==> config.mk <==
export PLATFORM = sky130hd
export DESIGN_NAME = pooled_linked_list_engine_unit
export DESIGN_NICKNAME = d
export VERILOG_FILES = /design/src/rtl/core/pll_pkg.sv /design/src/rtl/core/pll_link_store.sv /design/src/rtl/core/pll_value_store.sv /design/src/rtl/core/pooled_linked_list_engine_unit.sv
export SDC_FILE = /design/constraint.sdc
export NUM_CORES = 1
export LEC_CHECK = 0
export BUFFER_PORTS_ARGS = -buffer_cell sky130_fd_sc_hd__buf_2
export CAP_MARGIN = 20
export CORE_MARGIN = 5
export CORE_UTILIZATION = 40
export DETAILED_ROUTE_END_ITERATION = 10
export GPL_ROUTABILITY_DRIVEN = 1
export GPL_TIMING_DRIVEN = 0
export RECOVER_POWER = 25
export SYNTH_ARGS = -nofsm -noshare
export SYNTH_HDL_FRONTEND = slang
export SYNTH_HIERARCHICAL = 1
export SYNTH_SLANG_ARGS = --single-unit
==> constraint.sdc <==
create_clock -name clock -period 8.2 [get_ports clock]
set_clock_uncertainty 0.05 [all_clocks]
set_input_delay 0.82 -clock clock [delete_from_list [all_inputs] [get_ports clock]]
set_output_delay 0.82 -clock clock [all_outputs]
set_load 0.01 [all_outputs]
==> src/rtl/core/pll_pkg.sv <==
// Package: pool geometry, operation and status codes for the linked list engine.
`default_nettype none
package pll_pkg;
   localparam int PoolSize   = 16;
   localparam int ValueWidth = 16;
   localparam int LinkWidth  = $clog2(PoolSize + 1);
   localparam int IdxWidth   = $clog2(PoolSize);
   localparam int CntWidth   = $clog2(PoolSize + 1);
   localparam logic [LinkWidth-1:0] NilLink = LinkWidth'(PoolSize);

   typedef logic [LinkWidth-1:0]         link_type;
   typedef logic [IdxWidth-1:0]          idx_type;
   typedef logic signed [ValueWidth-1:0] value_type;

   typedef enum logic [2:0] {
      OP_INS_HEAD = 3'd0, OP_INS_TAIL = 3'd1, OP_INS_POS = 3'd2,
      OP_INS_SORT = 3'd3, OP_DEL_FIRST = 3'd4, OP_DEL_ALL = 3'd5,
      OP_READ = 3'd6, OP_NONE = 3'd7
   } op_type;

   typedef enum logic [2:0] {
      ST_OK = 3'd0, ST_FULL = 3'd1, ST_NOTFOUND = 3'd2,
      ST_EMPTY = 3'd3, ST_BADPOS = 3'd4
   } status_type;

   // Link store port bundle between sequencer and store.
   typedef struct packed {
      logic     wr_en;
      idx_type  wr_idx;
      link_type wr_link;
      idx_type  rd_idx;
   } link_ctl_type;

   function automatic logic is_valid(link_type l);
      return l < NilLink;
   endfunction
endpackage
`default_nettype wire

==> src/rtl/core/pll_link_store.sv <==
// Link store: per-slot next pointers, reset to a chained free list.
`default_nettype none
module pll_link_store (
   input  wire logic              clock,
   input  wire logic              reset,
   input  wire pll_pkg::link_ctl_type ctl,
   output pll_pkg::link_type      rd_link
);
   import pll_pkg::*;
   link_type links_ff [PoolSize];

   // Chain slots at reset, else take one write.
   always_ff @(posedge clock) begin
      if (reset) begin
         for (int i = 0; i < PoolSize; i++) links_ff[i] <= LinkWidth'(i + 1);
      end else if (ctl.wr_en) begin
         links_ff[ctl.wr_idx] <= ctl.wr_link;
      end
   end

   assign rd_link = links_ff[ctl.rd_idx];
endmodule
`default_nettype wire

==> src/rtl/core/pll_value_store.sv <==
// Value store: one value per slot, no reset.
`default_nettype none
module pll_value_store (
   input  wire logic             clock,
   input  wire logic             wr_en,
   input  wire pll_pkg::idx_type wr_idx,
   input  wire pll_pkg::value_type wr_value,
   input  wire pll_pkg::idx_type rd_idx,
   output pll_pkg::value_type    rd_value
);
   import pll_pkg::*;
   value_type vals_ff [PoolSize];

   // Write one slot.
   always_ff @(posedge clock) begin
      if (wr_en) vals_ff[wr_idx] <= wr_value;
   end

   assign rd_value = vals_ff[rd_idx];
endmodule
`default_nettype wire

==> src/rtl/core/pooled_linked_list_engine_unit.sv <==
// Top level: sequencer that walks the list one link per cycle, save for relinks.
//
// An item is taken when start is high and busy is low; busy then stays high
// until the item's last result has been shown. Each walk step follows one
// link through the single read port of the link store. A read shows one
// element per cycle. A delete spends an extra relink step (S_FIX) on every
// removal that follows a kept entry. Results appear for one cycle with
// rsp_valid and cannot be stalled.
`default_nettype none
module pooled_linked_list_engine_unit (
   input  wire logic                 clock,
   input  wire logic                 reset,
   input  wire logic                 start,
   output logic                      busy,
   input  wire logic [2:0]           req_op,
   input  wire logic signed [15:0]   req_value,
   input  wire logic [4:0]           req_position,
   output logic                      rsp_valid,
   output logic [2:0]                rsp_status,
   output logic signed [15:0]        rsp_element,
   output logic [4:0]                rsp_removed_count,
   output logic                      rsp_last
);
   import pll_pkg::*;

   typedef enum logic [1:0] {S_IDLE, S_WALK, S_FIX} state_type;

   state_type state_ff, state_in;
   op_type    op_ff, op_in;
   value_type val_ff, val_in;
   logic [4:0] pos_ff, pos_in;
   link_type  head_ff, head_in, free_ff, free_in;
   link_type  prev_ff, prev_in, cur_ff, cur_in;
   logic [CntWidth-1:0] n_ff, n_in, cnt_ff, cnt_in;
   logic      fix_free_ff, fix_free_in;    // second write of an unlink
   idx_type   victim_ff, victim_in;
   logic      ov_in, ov_ff;
   logic [2:0] os_in, os_ff;
   value_type oe_in, oe_ff;
   logic [4:0] oc_in, oc_ff;
   logic      ol_in, ol_ff;

   link_ctl_type lctl;
   link_type  rd_link;
   logic      vwr;
   idx_type   vwr_idx;
   value_type rd_value;

   pll_link_store u_links (.clock, .reset, .ctl(lctl), .rd_link);
   pll_value_store u_vals (.clock, .wr_en(vwr), .wr_idx(vwr_idx),
                           .wr_value(val_ff), .rd_idx(cur_ff[IdxWidth-1:0]),
                           .rd_value);

   logic cur_ok, at_bound;
   assign cur_ok   = is_valid(cur_ff);
   assign at_bound = (n_ff == CntWidth'(PoolSize));

   // Sequence walks, link edits and results.
   always_comb begin
      state_in = state_ff; op_in = op_ff; val_in = val_ff; pos_in = pos_ff;
      head_in = head_ff; free_in = free_ff; prev_in = prev_ff; cur_in = cur_ff;
      n_in = n_ff; cnt_in = cnt_ff; fix_free_in = 1'b0; victim_in = victim_ff;
      ov_in = 1'b0; os_in = ST_OK; oe_in = '0; oc_in = '0; ol_in = 1'b0;
      lctl = '0;
      lctl.rd_idx = cur_ff[IdxWidth-1:0];
      vwr = 1'b0; vwr_idx = free_ff[IdxWidth-1:0];
      case (state_ff)
         S_IDLE: begin
            if (start && !busy) begin
               op_in = op_type'(req_op); val_in = req_value; pos_in = req_position;
               prev_in = NilLink; cur_in = head_ff; n_in = '0; cnt_in = '0;
               state_in = S_WALK;
            end
         end
         S_WALK: begin
            case (op_ff)
               OP_INS_HEAD, OP_INS_TAIL, OP_INS_POS, OP_INS_SORT: begin
                  logic stop, bad;
                  stop = 1'b1; bad = 1'b0;
                  if (op_ff == OP_INS_TAIL) stop = !cur_ok || at_bound;
                  else if (op_ff == OP_INS_POS) begin
                     stop = (5'(n_ff) == pos_ff);
                     bad  = !stop && !cur_ok;
                  end else if (op_ff == OP_INS_SORT)
                     stop = !cur_ok || at_bound || !(rd_value < val_ff);
                  if (!is_valid(free_ff)) begin
                     ov_in = 1'b1; os_in = ST_FULL; ol_in = 1'b1; state_in = S_IDLE;
                  end else if (bad) begin
                     ov_in = 1'b1; os_in = ST_BADPOS; ol_in = 1'b1; state_in = S_IDLE;
                  end else if (stop) begin
                     // new slot takes prev's successor; read free's link now
                     lctl.rd_idx = free_ff[IdxWidth-1:0];
                     vwr = 1'b1;
                     free_in = rd_link;
                     lctl.wr_en = 1'b1;
                     lctl.wr_idx = free_ff[IdxWidth-1:0];
                     lctl.wr_link = cur_ff;
                     if (!is_valid(prev_ff)) begin
                        head_in = free_ff;
                        ov_in = 1'b1; ol_in = 1'b1; state_in = S_IDLE;
                     end else begin
                        victim_in = free_ff[IdxWidth-1:0];
                        state_in = S_FIX;
                     end
                  end else begin
                     prev_in = cur_ff; cur_in = rd_link; n_in = n_ff + 1'b1;
                  end
               end
               OP_DEL_FIRST, OP_DEL_ALL: begin
                  if (!cur_ok || at_bound) begin
                     ov_in = 1'b1; ol_in = 1'b1; state_in = S_IDLE;
                     if (op_ff == OP_DEL_ALL) oc_in = 5'(cnt_ff);
                     else os_in = (n_ff == '0) ? ST_EMPTY : ST_NOTFOUND;
                  end else if (rd_value == val_ff) begin
                     // freed slot goes to free head; relink prev next cycle
                     lctl.wr_en = 1'b1; lctl.wr_idx = cur_ff[IdxWidth-1:0];
                     lctl.wr_link = free_ff;
                     free_in = cur_ff;
                     cnt_in = cnt_ff + 1'b1;
                     cur_in = rd_link; n_in = n_ff + 1'b1;
                     if (!is_valid(prev_ff)) begin
                        head_in = rd_link;
                        if (op_ff == OP_DEL_FIRST) begin
                           ov_in = 1'b1; oc_in = 5'd1; ol_in = 1'b1; state_in = S_IDLE;
                        end
                     end else begin
                        fix_free_in = 1'b1;
                        victim_in = prev_ff[IdxWidth-1:0];
                        state_in = S_FIX;
                     end
                  end else begin
                     prev_in = cur_ff; cur_in = rd_link; n_in = n_ff + 1'b1;
                  end
               end
               OP_READ: begin
                  if (!is_valid(head_ff)) begin
                     ov_in = 1'b1; os_in = ST_EMPTY; ol_in = 1'b1; state_in = S_IDLE;
                  end else begin
                     ov_in = 1'b1; oe_in = rd_value;
                     ol_in = !is_valid(rd_link) || (n_ff == CntWidth'(PoolSize - 1));
                     if (ol_in) state_in = S_IDLE;
                     cur_in = rd_link; n_in = n_ff + 1'b1;
                  end
               end
               default: begin
                  ov_in = 1'b1; ol_in = 1'b1; state_in = S_IDLE;
               end
            endcase
         end
         S_FIX: begin
            // link prev to new slot (insert) or to cur (delete)
            lctl.wr_en = 1'b1; lctl.wr_idx = prev_ff[IdxWidth-1:0];
            if (fix_free_ff) begin
               lctl.wr_link = cur_ff;
               if (op_ff == OP_DEL_FIRST) begin
                  ov_in = 1'b1; oc_in = 5'd1; ol_in = 1'b1; state_in = S_IDLE;
               end else state_in = S_WALK;
            end else begin
               lctl.wr_link = {1'b0, victim_ff};
               ov_in = 1'b1; ol_in = 1'b1; state_in = S_IDLE;
            end
         end
         default: state_in = S_IDLE;
      endcase
   end

   // Hold state and registered results.
   always_ff @(posedge clock) begin
      if (reset) begin
         state_ff <= S_IDLE; head_ff <= NilLink; free_ff <= '0; ov_ff <= 1'b0;
         fix_free_ff <= 1'b0;
      end else begin
         state_ff <= state_in; head_ff <= head_in; free_ff <= free_in;
         ov_ff <= ov_in; fix_free_ff <= fix_free_in;
      end
      op_ff <= op_in; val_ff <= val_in; pos_ff <= pos_in; prev_ff <= prev_in;
      cur_ff <= cur_in; n_ff <= n_in; cnt_ff <= cnt_in; victim_ff <= victim_in;
      os_ff <= os_in; oe_ff <= oe_in; oc_ff <= oc_in; ol_ff <= ol_in;
   end

   assign busy = (state_ff != S_IDLE) || ov_ff;
   assign rsp_valid = ov_ff;
   assign rsp_status = os_ff;
   assign rsp_element = oe_ff;
   assign rsp_removed_count = oc_ff;
   assign rsp_last = ol_ff;
endmodule
`default_nettype wire

==> metrics <==
status complete, no violations; top cell type's share of synthesized area 64.4%; fin crit share a little over four fifths; share of layout cells above drive strength 1 a little over a fifth; FF-to-FF setup slack 1280 ps; clk root buf clkbuf_16; clk slew on worst S/H paths roughly 60 ps; Critical R2R Capture state_ff[0]$_SDFFE_PP0P_; top cell type by total area after synthesis edfxtp_1; cells on worst reg2reg path 21; register bit total from synthesis approximately 420; Pins Over Slew Limit 0; CP Data Arrival Time ~7400 ps; CTS Sinks around 420; Area Overhead vs Synth 14.8%; maximum number of pins on one net before global-route repair 23; Worst setup SP type register; RSZ-0062 raised after global routing false; final hold vios 0; gpl congestion slightly below 0.9; number of placed instances, taps included around 1800; Most used DFF post-synth edfxtp_1; CP max FO 10; I/O pins 54; overall power just under 6 mW; worst setup path startpoint cur_ff[1]$_DFFE_PP_; max-cap viol count 0; ANT cells 0; Slew headroom 37.6%; Max clock buf depth 3; Die Ht roughly 220 µm; vias in the first global route about 10000; Setup TNS 0 ps; drt total wl 41.8 mm; GRT Total Usage between 15 and 20%; cts repair resizes 0; pre-CTS setup slack 1310 ps; Avg Inst Size Synth 16.0 µm²; post-synthesis async set-or-reset flop share 0%; vias per cell approximately 5.5; crit path time final approximately 6900 ps; Synth Instances 1117; clk_lat worst skew approximately 560 ps; FP Rows slightly below 80; post-CTS repair timing setup buffer count 0; core area around 0.044 mm²; CP Capture Type register; YS warnings 6; # hold bufs at CTS 0; DR vias 10211; Synth Net Count between 1000 and 1500; initial antenna violation count 1; Synth area leaders edfxtp_1 (64%), mux4_2 (9.3%), dfxtp_1 (4.4%); first-pass GRT wire length between 60 and 70 mm; final HPWL from detailed placement 28.7 mm; # DRC 0; Fill cells around 3800; post-synthesis sequential area ratio 68.7%; H-tree depth 2; full die area 0.0491 mm²; worst r2r src cur_ff[1]$_DFFE_PP_; number of flops mapped to enable cells by yosys between 300 and 400; Unique masters post-synth 62; Layout Cells excl Fill 1858; P_leak about 6.9 nW; Hold Path Class input pin to register; Crit path required time roughly 8600 ps; Nets about 1300; GRT overflow 0; Detail Route Antenna Nets 0; total power divided by cell area between 200 and 300 mW/mm²; CTS tree built; First DRT Iteration DRCs between 800 and 900; Cell Area, Synth roughly 0.018 mm²; wire length per cell between 20 and 25 µm; initial core utilization roughly 41%; die width about 220 µm; Peak Freq around 0.14 GHz; Slew @ Worst Pin approximately 930 ps; drt pass-1 iters 6; final setup vio count 0; Setup CP Type register to register; crit path capture state_ff[0]$_SDFFE_PP0P_; worst setup margin about 1300 ps; Port-buffer cells 53; cts bufs inserted 43; Peak VDD IR ~0.17 mV
where the power goes:
group | switching [mW] | internal, mW | total (mW)
Clock | 0.791 | 1.06 | 1.86
Combinational | 0.847 | 0.614 | 1.46
Sequential | 0.136 | 2.51 | 2.64
critical path, stage by stage (launching register included):
cell      delay [ps]
edfxtp_1         510
buf_2            320
clkbuf_1         670
mux4_2           410
a22oi_1          340
nand2_1          120
ha_1             360
nand4_4          190
a21oi_1          550
or4_4            280
nand3_2          100
or2_1            270
buf_6            160
mux2_4           210
clkbuf_1         530
mux4_2           380
nand3_1           90
nand3_1          260
nor2_1           100
a221o_1          340
a21oi_1          350
mux2i_1          230
Yosys cell counts, drive strengths merged, types with 2 or more instances:
master / instances
nand3b: 2
nor2: 59
nand3: 19
or3: 18
o21ai: 8
and2: 51
o21bai: 4
dfxtp: 39
o31ai: 2
and3: 8
mux2: 9
buf: 25
a21oi: 23
clkbuf: 38
a221o: 9
o311a: 4
mux4: 84
a22oi: 37
mux2i: 7
ha: 24
a21boi: 2
nor3: 29
inv: 34
nor3b: 2
a21o: 8
nor2b: 11
xnor2: 3
nand2: 88
edfxtp: 384
a211oi: 4
nor4: 9
nand4: 10
a31oi: 3
xor2: 7
or2: 19
o211ai: 2
nand2b: 18
nand4bb: 2
state kept, by name (all words and copies together) (netlist names), 2 cells and up:
name	flops
cur_ff	5
u_vals/vals_ff	256
val_ff	16
rsp_removed_count	5
pos_ff	5
op_ff	3
victim_ff	4
free_ff	5
u_links/links_ff	80
prev_ff	5
rsp_element	16
rsp_status	3
n_ff	5
cnt_ff	5
state_ff	2
head_ff	5
layer usage:
metal,track usage (%),share of wire [%]
met1,23.8,44
met2,27.3,48
met3,2.83,6.6
met4,4.45,2.0
met5,0,0.017
per-stage QoR:
step / cell area, µm² / hold WS (ps) / utilization, %
3_5_place_dp: 19300 / 463 / 43.6
5_1_grt: 20600 / 370 / 46.5
6_report: 20600 / 389 / 46.5
3_3_place_gp: 18900 / 438 / 42.8
2_1_floorplan: 17900 / 418 / -
4_1_cts: 20600 / 367 / 46.5
how the worst min path moves through the flow:
stage	from	end	slack (ps)	cells past startpoint
finish	req_value[11]	val_ff[11]$_DFFE_PP_	390	1
global placement	state_ff[1]$_SDFFE_PP0P_	state_ff[1]$_SDFFE_PP0P_	440	2
CTS	req_value[9]	val_ff[9]$_DFFE_PP_	370	1
floorplan	state_ff[1]$_SDFFE_PP0P_	state_ff[1]$_SDFFE_PP0P_	420	2
detailed placement	state_ff[1]$_SDFFE_PP0P_	state_ff[1]$_SDFFE_PP0P_	460	2
global route	req_value[11]	val_ff[11]$_DFFE_PP_	370	1
final cells by class:
cell class	instances	area (µm²)	share of cell area, %
Tap cell	592	741	3.60
Clock buffer	61	1220	5.91
Timing Repair Buffer	73	527	2.56
Sequential cell	423	12300	59.8
Multi-Input combinational cell	597	5230	25.4
Inverter	34	128	0.620
Buffer	63	309	1.50
Clock inverter	15	109	0.529
kinds of logic (layout without fill, tap and decap cells):
kind of cell / Yosys count / in the layout / synth area share, %
flip-flops: 423 / 423 / 68.7
AND/OR/NAND/NOR: 351 / 351 / 10.3
AO/OA/AOI/OAI: 112 / 112 / 4.63
multiplexers: 100 / 100 / 11.8
buffers and inverters: 97 / 246 / 2.44
adder cells (fa/ha/maj): 24 / 24 / 1.68
XOR/XNOR: 10 / 10 / 0.489
cells in the final DEF, fill, tap and decap left out, drive strengths merged, types with 3 or more instances in the layout:
cell	count
edfxtp	384
clkbuf	107
buf	90
nand2	88
mux4	84
nor2	59
and2	51
dfxtp	39
a22oi	37
inv	35
nor3	29
ha	24
a21oi	23
nand3	19
or2	19
nand2b	18
or3	18
clkinv	13
nor2b	11
nand4	10
nor4	9
a221o	9
mux2	9
o21ai	8
and3	8
a21o	8
xor2	7
mux2i	7
o21bai	4
o311a	4
a211oi	4
a31oi	3
xnor2	3
(Power assumes the default switching activity.)
